$ cat config.mk
export PLATFORM = sky130hd
export DESIGN_NAME = one_wire_bus_master_core
export DESIGN_NICKNAME = d
export VERILOG_FILES = /design/src/rtl/owm_pkg.sv /design/src/rtl/owm_cfg.sv /design/src/rtl/owm_seq.sv /design/src/rtl/one_wire_bus_master_core.sv
export SDC_FILE = /design/constraint.sdc
export NUM_CORES = 1
export LEC_CHECK = 0
export ABC_AREA = 1
export BUFFER_PORTS_ARGS = -buffer_cell sky130_fd_sc_hd__buf_2
export CAP_MARGIN = 20
export CORE_MARGIN = 2
export CORE_UTILIZATION = 55
export DETAILED_ROUTE_END_ITERATION = 8
export PLACE_DENSITY = 0.72
export SLEW_MARGIN = 20
export SYNTH_ARGS = -nofsm -noshare
export SYNTH_HDL_FRONTEND = slang
export SYNTH_SLANG_ARGS = --single-unit
$ cat constraint.sdc
create_clock -name clk -period 5.4 [get_ports clk]
set_clock_uncertainty 0.05 [all_clocks]
set_input_delay 0.81 -clock clk [delete_from_list [all_inputs] [get_ports clk]]
set_output_delay 0.81 -clock clk [all_outputs]
set_load 0.01 [all_outputs]
$ cat src/rtl/owm_pkg.sv
`default_nettype none

package owm_pkg;

    localparam int TIME_W        = 10;
    localparam int BITS_PER_BYTE = 8;
    localparam int BIT_IDX_W     = $clog2(BITS_PER_BYTE);
    localparam int CFG_IDX_W     = 3;

    localparam logic [TIME_W-1:0] RESET_LOW_TIME_RST        = 10'd500;
    localparam logic [TIME_W-1:0] PRESENCE_SAMPLE_DELAY_RST = 10'd125;
    localparam logic [TIME_W-1:0] SLOT_TIME_RST             = 10'd90;
    localparam logic [TIME_W-1:0] SLOT_LOW_TIME_RST         = 10'd5;
    localparam logic [TIME_W-1:0] READ_SAMPLE_DELAY_RST     = 10'd15;

    // command codes carried by the mode field
    localparam logic [1:0] MODE_RESET  = 2'd0;
    localparam logic [1:0] MODE_WRITE  = 2'd1;
    localparam logic [1:0] MODE_READ   = 2'd2;
    localparam logic [1:0] MODE_UNUSED = 2'd3;

    // timing register indexes
    localparam logic [CFG_IDX_W-1:0] REG_RESET_LOW_TIME        = 3'd0;
    localparam logic [CFG_IDX_W-1:0] REG_PRESENCE_SAMPLE_DELAY = 3'd1;
    localparam logic [CFG_IDX_W-1:0] REG_SLOT_TIME             = 3'd2;
    localparam logic [CFG_IDX_W-1:0] REG_SLOT_LOW_TIME         = 3'd3;
    localparam logic [CFG_IDX_W-1:0] REG_READ_SAMPLE_DELAY     = 3'd4;

    typedef struct packed {
        logic [TIME_W-1:0] reset_low_time;
        logic [TIME_W-1:0] presence_sample_delay;
        logic [TIME_W-1:0] slot_time;
        logic [TIME_W-1:0] slot_low_time;
        logic [TIME_W-1:0] read_sample_delay;
    } cfg_t;

    typedef struct packed {
        logic                     drive_low;
        logic                     busy_res;
        logic                     done_res;
        logic                     presence;
        logic [BITS_PER_BYTE-1:0] read_byte;
    } step_res_t;

endpackage

`default_nettype wire

$ cat src/rtl/owm_cfg.sv
`default_nettype none

module owm_cfg (
    input  wire                           clk,
    input  wire                           rst_n,
    input  wire                           wr_en,
    input  wire [owm_pkg::CFG_IDX_W-1:0]  wr_index,
    input  wire [owm_pkg::TIME_W-1:0]     wr_data,
    output owm_pkg::cfg_t                 cfg
);

    localparam logic [owm_pkg::CFG_IDX_W-1:0] IDX_RESET_LOW  = owm_pkg::REG_RESET_LOW_TIME;
    localparam logic [owm_pkg::CFG_IDX_W-1:0] IDX_PRES_DELAY =
        owm_pkg::REG_PRESENCE_SAMPLE_DELAY;
    localparam logic [owm_pkg::CFG_IDX_W-1:0] IDX_SLOT_TIME  = owm_pkg::REG_SLOT_TIME;
    localparam logic [owm_pkg::CFG_IDX_W-1:0] IDX_SLOT_LOW   = owm_pkg::REG_SLOT_LOW_TIME;
    localparam logic [owm_pkg::CFG_IDX_W-1:0] IDX_READ_DELAY = owm_pkg::REG_READ_SAMPLE_DELAY;

    owm_pkg::cfg_t cfg_reg;
    owm_pkg::cfg_t cfg_next;

    always_comb
    begin
        cfg_next = cfg_reg;
        if (wr_en)
        begin
            case (wr_index)
                IDX_RESET_LOW:  cfg_next.reset_low_time        = wr_data;
                IDX_PRES_DELAY: cfg_next.presence_sample_delay = wr_data;
                IDX_SLOT_TIME:  cfg_next.slot_time             = wr_data;
                IDX_SLOT_LOW:   cfg_next.slot_low_time         = wr_data;
                IDX_READ_DELAY: cfg_next.read_sample_delay     = wr_data;
                default:        cfg_next = cfg_reg;
            endcase
        end
    end

    always_ff @(posedge clk or negedge rst_n)
    begin
        if (!rst_n)
        begin
            cfg_reg.reset_low_time        <= owm_pkg::RESET_LOW_TIME_RST;
            cfg_reg.presence_sample_delay <= owm_pkg::PRESENCE_SAMPLE_DELAY_RST;
            cfg_reg.slot_time             <= owm_pkg::SLOT_TIME_RST;
            cfg_reg.slot_low_time         <= owm_pkg::SLOT_LOW_TIME_RST;
            cfg_reg.read_sample_delay     <= owm_pkg::READ_SAMPLE_DELAY_RST;
        end
        else
        begin
            cfg_reg <= cfg_next;
        end
    end

    assign cfg = cfg_reg;

endmodule

`default_nettype wire

$ cat src/rtl/owm_seq.sv
`default_nettype none

module owm_seq (
    input  wire                               clk,
    input  wire                               rst_n,
    input  wire                               step,
    input  wire owm_pkg::cfg_t                cfg,
    input  wire                               start_req,
    input  wire [1:0]                         mode,
    input  wire [owm_pkg::BITS_PER_BYTE-1:0]  write_byte,
    input  wire                               line_in,
    output owm_pkg::step_res_t                res
);

    localparam logic [2:0] PH_IDLE     = 3'd0;
    localparam logic [2:0] PH_RST_LOW  = 3'd1;
    localparam logic [2:0] PH_RST_WAIT = 3'd2;
    localparam logic [2:0] PH_WR_SLOT  = 3'd3;
    localparam logic [2:0] PH_RD_LOW   = 3'd4;
    localparam logic [2:0] PH_RD_WAIT  = 3'd5;
    localparam logic [2:0] PH_RD_PAD   = 3'd6;

    localparam logic [1:0] MODE_RESET  = owm_pkg::MODE_RESET;
    localparam logic [1:0] MODE_WRITE  = owm_pkg::MODE_WRITE;
    localparam logic [1:0] MODE_READ   = owm_pkg::MODE_READ;
    localparam logic [1:0] MODE_UNUSED = owm_pkg::MODE_UNUSED;

    localparam int TW = owm_pkg::TIME_W;
    localparam int BW = owm_pkg::BITS_PER_BYTE;
    localparam int IW = owm_pkg::BIT_IDX_W;
    localparam logic [IW-1:0] LAST_BIT = IW'(BW - 1);

    logic [2:0]    phase_reg,    phase_next;
    logic [TW-1:0] tick_reg,     tick_next;
    logic [IW-1:0] bit_idx_reg,  bit_idx_next;
    logic [1:0]    kind_reg,     kind_next;
    logic [BW-1:0] shift_reg,    shift_next;
    logic          pres_reg,     pres_next;
    logic [BW-1:0] last_rd_reg,  last_rd_next;

    // state after a possible command start on this tick
    logic [2:0]    ph_c;
    logic [TW-1:0] tc_c;
    logic [IW-1:0] bi_c;
    logic [1:0]    kind_c;
    logic [BW-1:0] sh_c;

    logic [TW:0]   tc_inc;
    logic [TW:0]   rd_total;
    logic [TW-1:0] eff_reset_low;
    logic [TW-1:0] eff_pres_delay;
    logic [TW-1:0] eff_slot;
    logic [TW-1:0] eff_slot_low;
    logic [TW-1:0] eff_read_delay;
    logic          slot_end;
    logic          drive;
    logic          done;

    function automatic logic [TW-1:0] eff_time(input logic [TW-1:0] v);
        eff_time = (v == '0) ? TW'(1) : v;
    endfunction

    assign eff_reset_low  = eff_time(cfg.reset_low_time);
    assign eff_pres_delay = eff_time(cfg.presence_sample_delay);
    assign eff_slot       = eff_time(cfg.slot_time);
    assign eff_slot_low   = eff_time(cfg.slot_low_time);
    assign eff_read_delay = eff_time(cfg.read_sample_delay);
    assign rd_total       = {1'b0, eff_slot_low} + {1'b0, eff_read_delay};

    always_comb
    begin
        ph_c   = phase_reg;
        tc_c   = tick_reg;
        bi_c   = bit_idx_reg;
        kind_c = kind_reg;
        sh_c   = shift_reg;
        if (phase_reg == PH_IDLE && start_req && mode != MODE_UNUSED)
        begin
            kind_c = mode;
            tc_c   = '0;
            bi_c   = '0;
            case (mode)
                MODE_RESET:
                begin
                    ph_c = PH_RST_LOW;
                end
                MODE_WRITE:
                begin
                    sh_c = write_byte;
                    ph_c = PH_WR_SLOT;
                end
                default:
                begin
                    sh_c = '0;
                    ph_c = PH_RD_LOW;
                end
            endcase
        end
    end

    assign tc_inc = {1'b0, tc_c} + (TW+1)'(1);

    always_comb
    begin
        phase_next   = ph_c;
        tick_next    = tc_c;
        bit_idx_next = bi_c;
        kind_next    = kind_c;
        shift_next   = sh_c;
        pres_next    = pres_reg;
        last_rd_next = last_rd_reg;
        drive        = 1'b0;
        done         = 1'b0;
        slot_end     = 1'b0;

        case (ph_c)
            PH_IDLE:
            begin
                phase_next = PH_IDLE;
            end
            PH_RST_LOW:
            begin
                drive     = 1'b1;
                tick_next = tc_inc[TW-1:0];
                if (tc_inc >= {1'b0, eff_reset_low})
                begin
                    phase_next = PH_RST_WAIT;
                    tick_next  = '0;
                end
            end
            PH_RST_WAIT:
            begin
                tick_next = tc_inc[TW-1:0];
                if (tc_inc >= {1'b0, eff_pres_delay})
                begin
                    pres_next  = ~line_in;
                    phase_next = PH_IDLE;
                    tick_next  = '0;
                    done       = 1'b1;
                end
            end
            PH_WR_SLOT:
            begin
                // a one is released after the low pulse, a zero stays low all slot
                drive     = sh_c[bi_c] ? (tc_c < eff_slot_low) : 1'b1;
                tick_next = tc_inc[TW-1:0];
                if (tc_inc >= {1'b0, eff_slot})
                begin
                    slot_end = 1'b1;
                end
            end
            PH_RD_LOW:
            begin
                drive     = 1'b1;
                tick_next = tc_inc[TW-1:0];
                if (tc_inc >= {1'b0, eff_slot_low})
                begin
                    phase_next = PH_RD_WAIT;
                    tick_next  = '0;
                end
            end
            PH_RD_WAIT:
            begin
                tick_next = tc_inc[TW-1:0];
                if (tc_inc >= {1'b0, eff_read_delay})
                begin
                    shift_next[bi_c] = sh_c[bi_c] | line_in;
                    if (rd_total < {1'b0, eff_slot})
                    begin
                        phase_next = PH_RD_PAD;
                        tick_next  = rd_total[TW-1:0];
                    end
                    else
                    begin
                        slot_end = 1'b1;
                    end
                end
            end
            PH_RD_PAD:
            begin
                tick_next = tc_inc[TW-1:0];
                if (tc_inc >= {1'b0, eff_slot})
                begin
                    slot_end = 1'b1;
                end
            end
            default:
            begin
                phase_next = PH_IDLE;
            end
        endcase

        if (slot_end)
        begin
            tick_next = '0;
            if (bi_c == LAST_BIT)
            begin
                if (kind_c == MODE_READ)
                begin
                    last_rd_next = shift_next;
                end
                phase_next   = PH_IDLE;
                bit_idx_next = '0;
                done         = 1'b1;
            end
            else
            begin
                bit_idx_next = bi_c + IW'(1);
                phase_next   = (kind_c == MODE_READ) ? PH_RD_LOW : PH_WR_SLOT;
            end
        end
    end

    always_ff @(posedge clk or negedge rst_n)
    begin
        if (!rst_n)
        begin
            phase_reg   <= PH_IDLE;
            tick_reg    <= '0;
            bit_idx_reg <= '0;
            kind_reg    <= MODE_RESET;
            shift_reg   <= '0;
            pres_reg    <= 1'b0;
            last_rd_reg <= '0;
        end
        else if (step)
        begin
            phase_reg   <= phase_next;
            tick_reg    <= tick_next;
            bit_idx_reg <= bit_idx_next;
            kind_reg    <= kind_next;
            shift_reg   <= shift_next;
            pres_reg    <= pres_next;
            last_rd_reg <= last_rd_next;
        end
    end

    assign res.drive_low = drive;
    assign res.busy_res  = (ph_c != PH_IDLE);
    assign res.done_res  = done;
    assign res.presence  = pres_next;
    assign res.read_byte = last_rd_next;

endmodule

`default_nettype wire

$ cat src/rtl/one_wire_bus_master_core.sv
// one-wire bus master, one input request per microsecond tick
// registers: input reg, then result reg; a tick step is one pass of the sequencer logic
// throughput: one request per clock unless out_stall holds a full result register
// reset: asynchronous, active low; sequencer idle, timing registers at their defaults
`default_nettype none

module one_wire_bus_master_core (
    input  wire                               clk,
    input  wire                               rst_n,
    input  wire                               in_valid,
    output logic                              in_stall,
    input  wire                               start_req,
    input  wire [1:0]                         mode,
    input  wire [owm_pkg::BITS_PER_BYTE-1:0]  write_byte,
    input  wire                               line_in,
    output logic                              out_valid,
    input  wire                               out_stall,
    output logic                              drive_low,
    output logic                              busy_res,
    output logic                              done_res,
    output logic                              presence,
    output logic [owm_pkg::BITS_PER_BYTE-1:0] read_byte,
    input  wire                               cfg_valid,
    output logic                              cfg_ready,
    input  wire [owm_pkg::CFG_IDX_W-1:0]      cfg_index,
    input  wire [owm_pkg::TIME_W-1:0]         cfg_data
);

    owm_pkg::cfg_t      cfg;
    owm_pkg::step_res_t step_res;

    logic                             in_vld_reg, in_vld_next;
    logic                             start_reg;
    logic [1:0]                       mode_reg;
    logic [owm_pkg::BITS_PER_BYTE-1:0] wbyte_reg;
    logic                             line_reg;

    logic                             out_vld_reg, out_vld_next;
    owm_pkg::step_res_t               res_reg;

    logic in_accept;
    logic out_free;
    logic step;

    assign cfg_ready = 1'b1;

    owm_cfg u_cfg (
        .clk      (clk),
        .rst_n    (rst_n),
        .wr_en    (cfg_valid & cfg_ready),
        .wr_index (cfg_index),
        .wr_data  (cfg_data),
        .cfg      (cfg)
    );

    // result register can take a new value when empty or being drained
    assign out_free  = ~out_vld_reg | ~out_stall;
    assign step      = in_vld_reg & out_free;
    assign in_stall  = in_vld_reg & ~out_free;
    assign in_accept = in_valid & ~in_stall;

    assign in_vld_next  = in_accept | (in_vld_reg & ~step);
    assign out_vld_next = step | (out_vld_reg & out_stall);

    always_ff @(posedge clk or negedge rst_n)
    begin
        if (!rst_n)
        begin
            in_vld_reg  <= 1'b0;
            out_vld_reg <= 1'b0;
        end
        else
        begin
            in_vld_reg  <= in_vld_next;
            out_vld_reg <= out_vld_next;
        end
    end

    always_ff @(posedge clk)
    begin
        if (in_accept)
        begin
            start_reg <= start_req;
            mode_reg  <= mode;
            wbyte_reg <= write_byte;
            line_reg  <= line_in;
        end
        if (step)
        begin
            res_reg <= step_res;
        end
    end

    owm_seq u_seq (
        .clk        (clk),
        .rst_n      (rst_n),
        .step       (step),
        .cfg        (cfg),
        .start_req  (start_reg),
        .mode       (mode_reg),
        .write_byte (wbyte_reg),
        .line_in    (line_reg),
        .res        (step_res)
    );

    assign out_valid = out_vld_reg;
    assign drive_low = res_reg.drive_low;
    assign busy_res  = res_reg.busy_res;
    assign done_res  = res_reg.done_res;
    assign presence  = res_reg.presence;
    assign read_byte = res_reg.read_byte;

endmodule

`default_nettype wire

==> impl_results.md, run 1 <==
* Status: finished clean
* Average via count per standard cell at 5.46
* Max Transition Viols Final at 0
* Portion of the clock cycle consumed by the worst path in the final layout at 88.6%
* Worst-path cell chain: nand2_1 > nand3_2 > nand2_1 > inv_1 > ha_1 > inv_1 > nor3_1 > xor2_1 > ha_1 > nand3_1 > nor3_1 > nand3_1 > nor2_1 > nor2_2 > nand2_2 > nand3_2 > a21oi_4 > nand2_1 > and2_1
* CP bufs+invs at 2
* Largest area contributor in the synthesized netlist: sky130_fd_sc_hd__dfrtp_1
* Count of synthesis-stage warnings from yosys at 0
* Leak at 4.51 nW
* Maximum clock insertion buffer count at 2
* Delay of the slowest cell on the worst path at 590 ps
* Die footprint at 0.0154 mm²
* Chip height at 124 µm
* Setup repair after global routing missed its margin: no
* Startpoint kind of the worst setup timing path: flip-flop
* Clock sink count at between 100 and 150
* Relative area change from synthesis to final layout at 7.23%
* Most used cells in the layout excluding fill and tap cells: sky130_fd_sc_hd__nand2_1 (307), sky130_fd_sc_hd__inv_1 (157), sky130_fd_sc_hd__nor2_1 (94)
* Max transition margin at 37.4%
* Most common cell after layout, fill and taps aside: sky130_fd_sc_hd__nand2_1
* Net count reported at finish at 1202
* DPL Wire Length at 15000 µm
* Number of synthesized register bits at 111
* Number of flip-flops under the largest register name at 50
* Maximum capacitance violations at 0
* Largest vdd supply drop at 0.273 mV
* Worst path required time at 5470 ps
* TritonCTS clock tree: built
* Proportion of register bits with asynchronous set or reset after synthesis at ~78%
* Pwr per Cell Area at 491 mW/mm²
* Endpoint type of the worst setup path: flip-flop
* GRT met1 Usage at 40.5%
* Horizontal extent of the die at 124 µm
* GPL Wtd Cong at 0.967
* Number of library cell types mapped by synthesis at 47
* Largest cells by area after synthesis: sky130_fd_sc_hd__dfrtp_1 (21%), sky130_fd_sc_hd__nand2_1 (15%), sky130_fd_sc_hd__ha_1 (13%)
* Most frequent cell on the critical path: sky130_fd_sc_hd__nand2_1
* Inserted Clock Buffers at 9
* Sw Share at 47.0%
* Post-synthesis sequential area ratio at 37.0%
* Mean Syn Cell Area at roughly 7.4 µm²
* Placeable core area at roughly 0.014 mm²
* GRT Resource Usage Total at 27.1%
* Hold Vio Cnt, Final at 0
* Antenna Violating Nets Remaining at 0
* Antenna violations before repair at 0
* Master cell of the clock root buffer: sky130_fd_sc_hd__clkbuf_16
* Final-report setup violation count at 0
* Internal power contribution at 2.21 mW
* Setup tns final at 0 ps
* Iteration-0 DRC Markers at 734
* Net Sw Power at about 2 mW
* # H-tree levels at 3
* Wire length of the first global-routing pass at around 32000 µm
* Worst hold margin at 334 ps
* # IOs at 45
* Number of enable flip-flop cells after synthesis at 24
* Number of global-route vias before repair at 6309
* Final cell utilization of the core at between 60% and 70%
* Maximum number of pins on one net before global-route repair at 60
* Synth Instances at 1075
* Busiest layer in global routing: met1
* Part of the power in registers at 29.7%
* Latest clock arrival within the worst-skew pair at 360 ps
* Post-Route WL at 19600 µm
* Part of the total power dissipated in the clock network at 16.6%
* Num rows at 43
* Post-CTS Hold Fix Bufs at 0
* Starting density of the core at 56.5%
* GR Layer Usage met3 at 5.22%
* Vias at 6963
* Startpoint-to-endpoint class of the critical path: reg2reg
* Proportion of power drawn by combinational gates at 53.7%
* Number of remaining DRC errors at 0
* Overflow left after global routing at 0
* Buffers inserted during post-CTS setup optimization at 0
* Maximum fanout along the worst path at 21
* Class of the most critical hold timing path: in2async
* Achievable frequency at around 210 MHz
* Clock period minus final worst setup slack at 4780 ps
* Antenna Cells at 0
* Dominant delay contributor by cell family on the critical path: simple AND/OR/NAND/NOR gates
* Data arrival, critical path at 4850 ps
* Slew at the pin closest to its max-slew limit at 940 ps
* Ratio of cells with drive above 1 in the final layout at 10.5%
* Post-cts gate resize count at 0
* Count of buffers from port buffering at 43
* Clock transition at path regs at 70 ps
* Net Count, Synth at 1187
* Cell Area, Synth at between 0.007 and 0.008 mm²
* Number of detailed-route iterations in the first pass at 5
* Met2 Resource Use GR at around 40%
* WL per Instance at ~15 µm
* Ys flop type: sky130_fd_sc_hd__dfrtp_1
* Slowest CP cell: sky130_fd_sc_hd__xor2_1
* Yosys top cell area share at between 20 and 25%
-- power by group through the flow --
stage / logic, mW / registers (mW) / clock network [mW]
after floorplan: 1.70 / 1.19 / 0
after global placement: 2.14 / 1.24 / 0
after detailed placement: 2.19 / 1.24 / 0
after CTS: 2.20 / 1.23 / 0.706
after global routing: 2.56 / 1.26 / 0.734
final: 2.24 / 1.24 / 0.690
-- layout make-up --
type | count | area, µm²
tap | 180 | 225
clock inverter | 6 | 67.6
timing repair buffer | 47 | 248
multi-input combinational | 758 | 4160
sequential | 111 | 2930
inverter | 163 | 612
fill | 1365 | 5510
clock buffer | 10 | 239
-- final timing paths --
check,end,depth (start not counted),slack (ps),startpoint
setup / recovery,read_byte[0],19,620,mode_reg[0]
hold reg to reg,out_valid,2,430,in_vld_reg
min in group clk,out_valid,2,430,in_vld_reg
max in group asynchronous,u_cfg.cfg[19],2,3880,rst_n
hold / removal,u_seq.tick_reg[3],1,330,rst_n
setup reg to reg,read_byte[0],19,620,mode_reg[0]
-- Yosys cell counts (2+ instances only) --
master / number
sky130_fd_sc_hd__nand2_1: 307
sky130_fd_sc_hd__inv_1: 157
sky130_fd_sc_hd__nor2_1: 94
sky130_fd_sc_hd__ha_1: 81
sky130_fd_sc_hd__o21ai_0: 72
sky130_fd_sc_hd__dfrtp_1: 65
sky130_fd_sc_hd__nand3_1: 55
sky130_fd_sc_hd__a21oi_1: 38
sky130_fd_sc_hd__clkbuf_1: 34
sky130_fd_sc_hd__edfxtp_1: 24
sky130_fd_sc_hd__dfstp_2: 22
sky130_fd_sc_hd__nand4_1: 20
sky130_fd_sc_hd__and2_1: 10
sky130_fd_sc_hd__nor4_1: 8
sky130_fd_sc_hd__o22ai_1: 8
sky130_fd_sc_hd__nand2_2: 7
sky130_fd_sc_hd__o211ai_1: 7
sky130_fd_sc_hd__xor2_1: 7
sky130_fd_sc_hd__xnor2_1: 6
sky130_fd_sc_hd__inv_2: 5
sky130_fd_sc_hd__nand3_2: 5
sky130_fd_sc_hd__a31o_2: 4
sky130_fd_sc_hd__buf_4: 3
sky130_fd_sc_hd__buf_6: 3
sky130_fd_sc_hd__nand3b_1: 3
sky130_fd_sc_hd__nor2_2: 3
sky130_fd_sc_hd__nor3_1: 3
sky130_fd_sc_hd__a21o_1: 2
sky130_fd_sc_hd__a31oi_1: 2
sky130_fd_sc_hd__nand2_4: 2
sky130_fd_sc_hd__o21a_1: 2
-- stage by stage --
step	power, mW	area (µm²)	cells	setup slack (ps)
floorplan	2.89	7910	1075	1620
global placement	3.39	8170	1259	957
detailed placement	3.43	8170	1259	716
CTS	4.14	8480	1275	712
global route	4.55	8480	1275	279
finish	4.17	8480	1275	617
-- cell families after synthesis --
kind of cell	Yosys count	synth area share [%]
AND/OR/NAND/NOR	519	27.9
buffers and inverters	206	10.4
AO/OA/AOI/OAI	143	10.2
flip-flops	111	37.0
adder cells (fa/ha/maj)	82	13.1
XOR/XNOR	13	1.44
other	1	0.0474
-- routing by layer --
layer	up-vias	routed length (µm)
met5	-	0
met3	40	1740
met2	282	8220
li1	3472	-
met1	3169	9170
met4	0	443
Power figures use the tool's default switching activity.
==> run 2, diff against run 1 <==
==> constraint.sdc (replaced) <==
create_clock -name clk -period 5.4 [get_ports clk]
set_clock_uncertainty 0.05 [all_clocks]
set_input_delay 0.27 -clock clk [delete_from_list [all_inputs] [get_ports clk]]
set_output_delay 0.27 -clock clk [all_outputs]
set_load 0.01 [all_outputs]
==> run 2 against run 1 <==
Setup slack gained 6.1 ps. Sequential share of layout area is essentially flat. Final cell count is essentially flat. Critical endpoint unchanged. Clock power is essentially flat. Maximum frequency grew 0.13%. Non-clock buffer count grew 1. Critical path type unchanged. Global-route usage is the same. Largest power group unchanged. Clock-buffer cell count is the same. Wire length shrank 0.24%.
==> impl_results.md, run 2 (synthesis gave the netlist of run 1 again) <==
* Final cell utilization of the core at 60.7% (+0.072 points)
* Data arrival, critical path at 4850 ps (about the same)
* Relative area change from synthesis to final layout at 7.36%
* Area after DPL at 0.00817 mm² (unchanged)
* Worst hold margin at 34.2 ps (-300 ps)
* Vias at 6936 (-0.39%)
* # H-tree levels at 3 (unchanged)
* Achievable frequency at 209 MHz (+0.13%)
* Most frequent cell on the critical path: sky130_fd_sc_hd__nand2_1
* Reg-to-Reg Start: mode_reg[0]
* Ratio of cells with drive above 1 in the final layout at 10.5% (about the same)
* Horizontal extent of the die at 124 µm (unchanged)
* Count of buffers from port buffering at 43 (unchanged)
* Setup repair after global routing missed its margin: no
* Inserted Clock Buffers at 9 (unchanged)
* TritonCTS clock tree: built
* Placed cell count at 1259 (unchanged)
* Max transition margin at 38.0% (+0.69 points)
* Net count reported at finish at 1203 (+0.083%)
* Clock transition at path regs at 70 ps (about the same)
* GPL Wtd Cong at 0.967 (unchanged)
* Capture instance of the worst register-to-register path: read_byte[0]
* Slowest CP cell: sky130_fd_sc_hd__xor2_1
* Class of the most critical hold timing path: in2reg
* PnR Total Power at 4.16 mW (about the same)
* DPL Wire Length at 15000 µm (unchanged)
* Count of non-filler cells in the finished layout at 1276 (+0.078%)
* Setup slack after placement at 716 ps (unchanged)
* Number of flip-flops under the largest register name at 50 (unchanged)
* Maximum number of pins on one net before global-route repair at 60 (unchanged)
* Overflow left after global routing at 0 (unchanged)
* Starting density of the core at 56.5% (unchanged)
* GRT Resource Usage Total at 27.1% (unchanged)
* Post-CTS Hold Fix Bufs at 1 (+1)
* Largest vdd supply drop at 0.274 mV (+0.28%)
* Buffers inserted during post-CTS setup optimization at 0 (unchanged)
* Antenna Violating Nets Remaining at 0 (unchanged)
* Endpoint type of the worst setup path: flip-flop
* Hold Vio Cnt, Final at 0 (unchanged)
* Latest clock arrival within the worst-skew pair at 360 ps (about the same)
* Number of detailed-route iterations in the first pass at 5 (unchanged)
* Wire length of the first global-routing pass at 31600 µm (unchanged)
* Post-cts gate resize count at 0 (unchanged)
* Clock sink count at 111 (unchanged)
* Length in cells of the worst reg-to-reg path at 19 (unchanged)
* Final-report setup violation count at 0 (unchanged)
* Placeable core area at 0.0140 mm² (unchanged)
* Fill cell total of the finished layout at 1364 (-0.073%)
* Antenna violations before repair at 0 (unchanged)
* Antenna Cells at 0 (unchanged)
* Max Transition Viols Final at 0 (unchanged)
* Portion of the clock cycle consumed by the worst path in the final layout at 88.5% (-0.11 points)
* Number of remaining DRC errors at 0 (unchanged)
* Die footprint at 0.0154 mm² (unchanged)
* End point of the worst hold path: wbyte_reg[5]
* # IOs at 45 (unchanged)
* Worst-path cell chain: nand2_1 > nand3_2 > nand2_1 > inv_1 > ha_1 > inv_1 > nor3_1 > xor2_1 > ha_1 > nand3_1 > nor3_1 > nand3_1 > nor2_1 > nor2_2 > nand2_2 > nand3_2 > a21oi_4 > nand2_1 > and2_1
* Maximum fanout along the worst path at 21 (unchanged)
* Leak at 4.51 nW (about the same)
* Most common cell after layout, fill and taps aside: sky130_fd_sc_hd__nand2_1
* Worst path required time at 5470 ps (about the same)
* Register-to-Register Setup Slack at 620 ps (about the same)
* Setup tns final at 0 ps (unchanged)
* Delay of the slowest cell on the worst path at 580 ps (about the same)
* Worst setup margin at 623 ps (+6.15 ps)
* Master cell of the clock root buffer: sky130_fd_sc_hd__clkbuf_16
* Worst setup path start: mode_reg[0]
* Number of global-route vias before repair at 6309 (unchanged)
* Chip height at 124 µm (unchanged)
* Average via count per standard cell at 5.44 (-0.47%)
* Pwr per Cell Area at 490 mW/mm² (-0.17%)
* Final instance area at 0.00849 mm² (+0.12%)
* WL per Instance at 15.3 µm (-0.32%)
* Startpoint kind of the worst setup timing path: flip-flop
* Maximum capacitance violations at 0 (unchanged)
* Startpoint-to-endpoint class of the critical path: reg2reg
* Maximum clock insertion buffer count at 2 (unchanged)
* Worst hold path depth at 1
* Num rows at 43 (unchanged)
* Most used cells in the layout excluding fill and tap cells: sky130_fd_sc_hd__nand2_1 (307), sky130_fd_sc_hd__inv_1 (157), sky130_fd_sc_hd__nor2_1 (94)
* Status: finished clean
* Post-Route WL at 19500 µm (-0.24%)
* Worst min-delay path startpoint: write_byte[5]
* Iteration-0 DRC Markers at 731 (-0.41%)
* Clock period minus final worst setup slack at 4780 ps (-6.15 ps)
* Slew at the pin closest to its max-slew limit at 929 ps (-10.3 ps)
[run 2: how the worst max path moves through the flow]
stage / endpoint / slack [ps] / cells after the start
floorplan: read_byte[0] / 1620 / 23
global placement: read_byte[7] / 960 / 19
detailed placement: read_byte[0] / 720 / 19
CTS: read_byte[0] / 710 / 19
global route: read_byte[7] / 280 / 19
finish: read_byte[0] / 620 / 19
[run 2: routing by layer]
layer | track usage (%) | routed length (µm)
met1 | 40.5 | 9290
met2 | 39.5 | 8170
met3 | 5.22 | 1640
met4 | 8.92 | 422
met5 | 0 | 0
[run 2: power by group]
group / internal [mW] / total (mW) / switching [mW]
clock network: 0.376 / 0.690 / 0.314
registers: 1.07 / 1.24 / 0.168
logic: 0.763 / 2.24 / 1.47
[run 2: final cells by class]
class	instances	area [µm²]	area share, %
inverter	163	612	7.21
sequential	111	2930	34.5
timing repair buffer	48	258	3.04
clock buffer	10	239	2.81
tap	180	225	2.65
clock inverter	6	67.6	0.796
multi-input combinational	758	4160	49.0
[run 2: critical path, delay by kind of cell (launching register included)]
family / cells / cell delay (ps)
compound gates: 1 / 260
simple gates: 13 / 2260
buf+inv: 2 / 380
fa+ha+maj: 2 / 580
flops: 1 / 430
xor+xnor: 1 / 580
==> run 3, diff against run 2 <==
--- a/config.mk
+++ b/config.mk
@@ -8,9 +8,10 @@
 export ABC_AREA = 1
 export BUFFER_PORTS_ARGS = -buffer_cell sky130_fd_sc_hd__buf_2
 export CAP_MARGIN = 20
-export CORE_MARGIN = 2
+export CORE_MARGIN = 8
 export CORE_UTILIZATION = 55
 export DETAILED_ROUTE_END_ITERATION = 8
+export HOLD_SLACK_MARGIN = 0.05
 export PLACE_DENSITY = 0.72
 export SLEW_MARGIN = 20
 export SYNTH_ARGS = -nofsm -noshare
==> run 3 against run 2 <==
First-iteration DRC count fell by 19%. Sequential share of layout area fell by 0.62 points. Power rose by 0.56%. Utilization fell by 0.30 points. Sequential power barely moved. Non-clock buffer count rose by 13. Critical path depth rose by 3.
==> impl_results.md, run 3 (synthesis gave the netlist of run 1 again) <==
* Status: finished clean
* Count of buffers from port buffering at 43 (unchanged)
* TritonCTS clock tree: built
* Class of the most critical hold timing path: in2reg
* Net count reported at finish at 1216 (+1.1%)
* Vias at 6884 (-0.75%)
* Most common cell after layout, fill and taps aside: sky130_fd_sc_hd__nand2_1
* Data arrival, critical path at 4590 ps (-260 ps)
* CP bufs+invs at 4 (+2)
* Antenna violations before repair at 0 (unchanged)
* Number of flip-flops under the largest register name at 50 (unchanged)
* Worst path required time at 5470 ps (about the same)
* Busiest layer in global routing: met2
* Worst hold margin at 76.0 ps (+41.8 ps)
* Average via count per standard cell at 5.32 (-2.1%)
* Clock period minus final worst setup slack at 4520 ps (-257 ps)
* Setup tns final at 0 ps (unchanged)
* Die footprint at 0.0185 mm² (+20%)
* Achievable frequency at 221 MHz (+5.7%)
* Multi-input gate area in the final layout at 0.00416 mm² (unchanged)
* Part of the total power dissipated in the clock network at 17.4% (+0.8 points)
* Net Sw Power at 1.97 mW (+0.57%)
* Wire length of the first global-routing pass at 33700 µm (+6.6%)
* Met2 Resource Use GR at 36.3% (-3.2 points)
* Pwr per Cell Area at 484 mW/mm² (-1.2%)
* Buffers inserted during post-CTS setup optimization at 0 (unchanged)
* Leak at 4.57 nW (+1.4%)
* Internal power contribution at 2.22 mW (+0.54%)
* Post-Route WL at 20500 µm (+5.1%)
* Iteration-0 DRC Markers at 593 (-19%)
* GRT Resource Usage Total at 23.3% (-3.8 points)
* Maximum clock insertion buffer count at 2 (unchanged)
* Largest vdd supply drop at 0.276 mV (+0.84%)
* Setup repair after global routing missed its margin: no
* Final cell utilization of the core at 60.4% (-0.30 points)
* Chip height at 136 µm (+9.7%)
* GRT met1 Usage at 32.8% (-7.7 points)
* Sw Share at 46.9% (about the same)
* Antenna Cells at 0 (unchanged)
* Relative area change from synthesis to final layout at 9.32%
* Startpoint kind of the worst setup timing path: flip-flop
* Clock sink count at 111 (unchanged)
* Master cell of the clock root buffer: sky130_fd_sc_hd__clkbuf_16
* Starting density of the core at 55.3% (-1.3 points)
* Placeable core area at 0.0143 mm² (+2.3%)
* Number of remaining DRC errors at 0 (unchanged)
* Max Transition Viols Final at 0 (unchanged)
* Horizontal extent of the die at 136 µm (+9.7%)
* Overflow left after global routing at 0 (unchanged)
* Worst-path cell chain: nand2_1 > nand3_2 > inv_2 > nor2_2 > ha_1 > inv_1 > nor3_1 > nand3_1 > xor2_1 > inv_1 > ha_1 > nand2_1 > inv_1 > o21ai_0 > nand3b_1 > nor2_2 > nand2_2 > nand3_2 > nand2_4 > nand2_2 > nand2_1 > and2_1
* Part of the power in registers at 29.6% (about the same)
* Number of global-route vias before repair at 6488 (+2.8%)
* Dominant delay contributor by cell family on the critical path: simple AND/OR/NAND/NOR gates
* Slew at the pin closest to its max-slew limit at 882 ps (-47.6 ps)
* Maximum fanout along the worst path at 21 (unchanged)
* Antenna Violating Nets Remaining at 0 (unchanged)
* GPL Wtd Cong at 0.952 (-1.5%)
* Num rows at 44 (+2.3%)
* # H-tree levels at 3 (unchanged)
* Delay of the slowest cell on the worst path at 430 ps (-150 ps)
* Portion of the clock cycle consumed by the worst path in the final layout at 83.7% (-4.8 points)
* Inserted Clock Buffers at 9 (unchanged)
* WL per Instance at 15.9 µm (+3.7%)
* Startpoint-to-endpoint class of the critical path: reg2reg
* Proportion of power drawn by combinational gates at 53.1% (-0.6 points)
* DPL Wire Length at 15600 µm (+3.9%)
* Maximum capacitance violations at 0 (unchanged)
* Max transition margin at 41.2% (+3.2 points)
* Maximum number of pins on one net before global-route repair at 63 (+5.0%)
* Clock transition at path regs at 80 ps (about the same)
* Hold Vio Cnt, Final at 0 (unchanged)
* Fill cell total of the finished layout at 1350 (-1.0%)
* Ratio of cells with drive above 1 in the final layout at 10.6% (+0.057 points)
* FF/Latch Area at 0.00293 mm² (unchanged)
* Latest clock arrival within the worst-skew pair at 370 ps (about the same)
* # IOs at 45 (unchanged)
* Number of detailed-route iterations in the first pass at 5 (unchanged)
* Final-report setup violation count at 0 (unchanged)
* Most used cells in the layout excluding fill and tap cells: sky130_fd_sc_hd__nand2_1 (307), sky130_fd_sc_hd__inv_1 (157), sky130_fd_sc_hd__nor2_1 (94)
* Endpoint type of the worst setup path: flip-flop
* GR Layer Usage met3 at 4.03% (-1.2 points)
* Slowest CP cell: sky130_fd_sc_hd__edfxtp_1
-- run 3: changes by cell type in the layout (fill, tap and decap cells not counted), sizes merged --
cell / previous run / this run
dlygate4sd3: 1 / 13
buf: 47 / 48
bufinv: 1 / 0
clkbuf: 10 / 11
clkinv: 4 / 3
inv: 164 / 165
-- run 3: cell type report --
type                    count  share of cell area (%)
clock buffers              11                    3.18
clock inverters             5                   0.622
inverters                 163                    7.08
multi-input cells         758                    48.2
flip-flops and latches    111                    33.8
well taps                 184                    2.66
repair buffers             61                    4.46
-- run 3: metal layers --
metal / routed length, µm / part of all wire (%)
met5: 0 / 0
met4: 329 / 1.6
met3: 1190 / 5.8
met2: 9270 / 45
met1: 9730 / 47
-- run 3: path summary, 6_finish.rpt --
| path | slack, ps | from | cells past startpoint | end |
|---|---|---|---|---|
| max | 880 | mode_reg[0] | 22 | read_byte[4] |
| min | 80 | in_valid | 3 | in_vld_reg |
| max reg2reg | 880 | mode_reg[0] | 22 | read_byte[4] |
| min reg2reg | 430 | in_vld_reg | 2 | out_valid |
| max in group asynchronous | 3840 | rst_n | 3 | u_cfg.cfg[16] |
| min in group asynchronous | 290 | rst_n | 2 | u_cfg.cfg[38] |
-- run 3: worst register-to-register path, cell delays in order, from the launching register on --
cell and delay, ps:
sky130_fd_sc_hd__edfxtp_1 430, sky130_fd_sc_hd__nand2_1 110, sky130_fd_sc_hd__nand3_2 330, sky130_fd_sc_hd__inv_2 240
sky130_fd_sc_hd__nor2_2 230, sky130_fd_sc_hd__ha_1 270, sky130_fd_sc_hd__inv_1 80, sky130_fd_sc_hd__nor3_1 290
sky130_fd_sc_hd__nand3_1 140, sky130_fd_sc_hd__xor2_1 160, sky130_fd_sc_hd__inv_1 200, sky130_fd_sc_hd__ha_1 280
sky130_fd_sc_hd__nand2_1 70, sky130_fd_sc_hd__inv_1 30, sky130_fd_sc_hd__o21ai_0 130, sky130_fd_sc_hd__nand3b_1 110
sky130_fd_sc_hd__nor2_2 130, sky130_fd_sc_hd__nand2_2 240, sky130_fd_sc_hd__nand3_2 220, sky130_fd_sc_hd__nand2_4 100
sky130_fd_sc_hd__nand2_2 170, sky130_fd_sc_hd__nand2_1 90, sky130_fd_sc_hd__and2_1 170
-- run 3: power groups by stage --
stage                     sequential, mW  clock, mW  combinational [mW]
final                               1.24      0.727                2.22
after floorplan                     1.19          0                1.70
after global placement              1.24          0                2.13
after detailed placement            1.24          0                2.17
after CTS                           1.23      0.739                2.19
after global routing                1.26      0.770                2.55
-- run 3: repair_timing --
item / CTS / global route
resized for setup: 0 / 0
hold buffers: 13 / 0
hold endpoints to repair: 37 / 0
-- run 3: stage by stage --
stage / instance area [µm²] / setup WS (ps) / std cells / total power [mW]
after floorplan: 7910 / 1620 / 1075 / 2.89
after global placement: 8190 / 1060 / 1264 / 3.37
after detailed placement: 8190 / 930 / 1264 / 3.41
after CTS: 8650 / 903 / 1293 / 4.16
after global routing: 8650 / 427 / 1293 / 4.58
final: 8650 / 880 / 1293 / 4.19
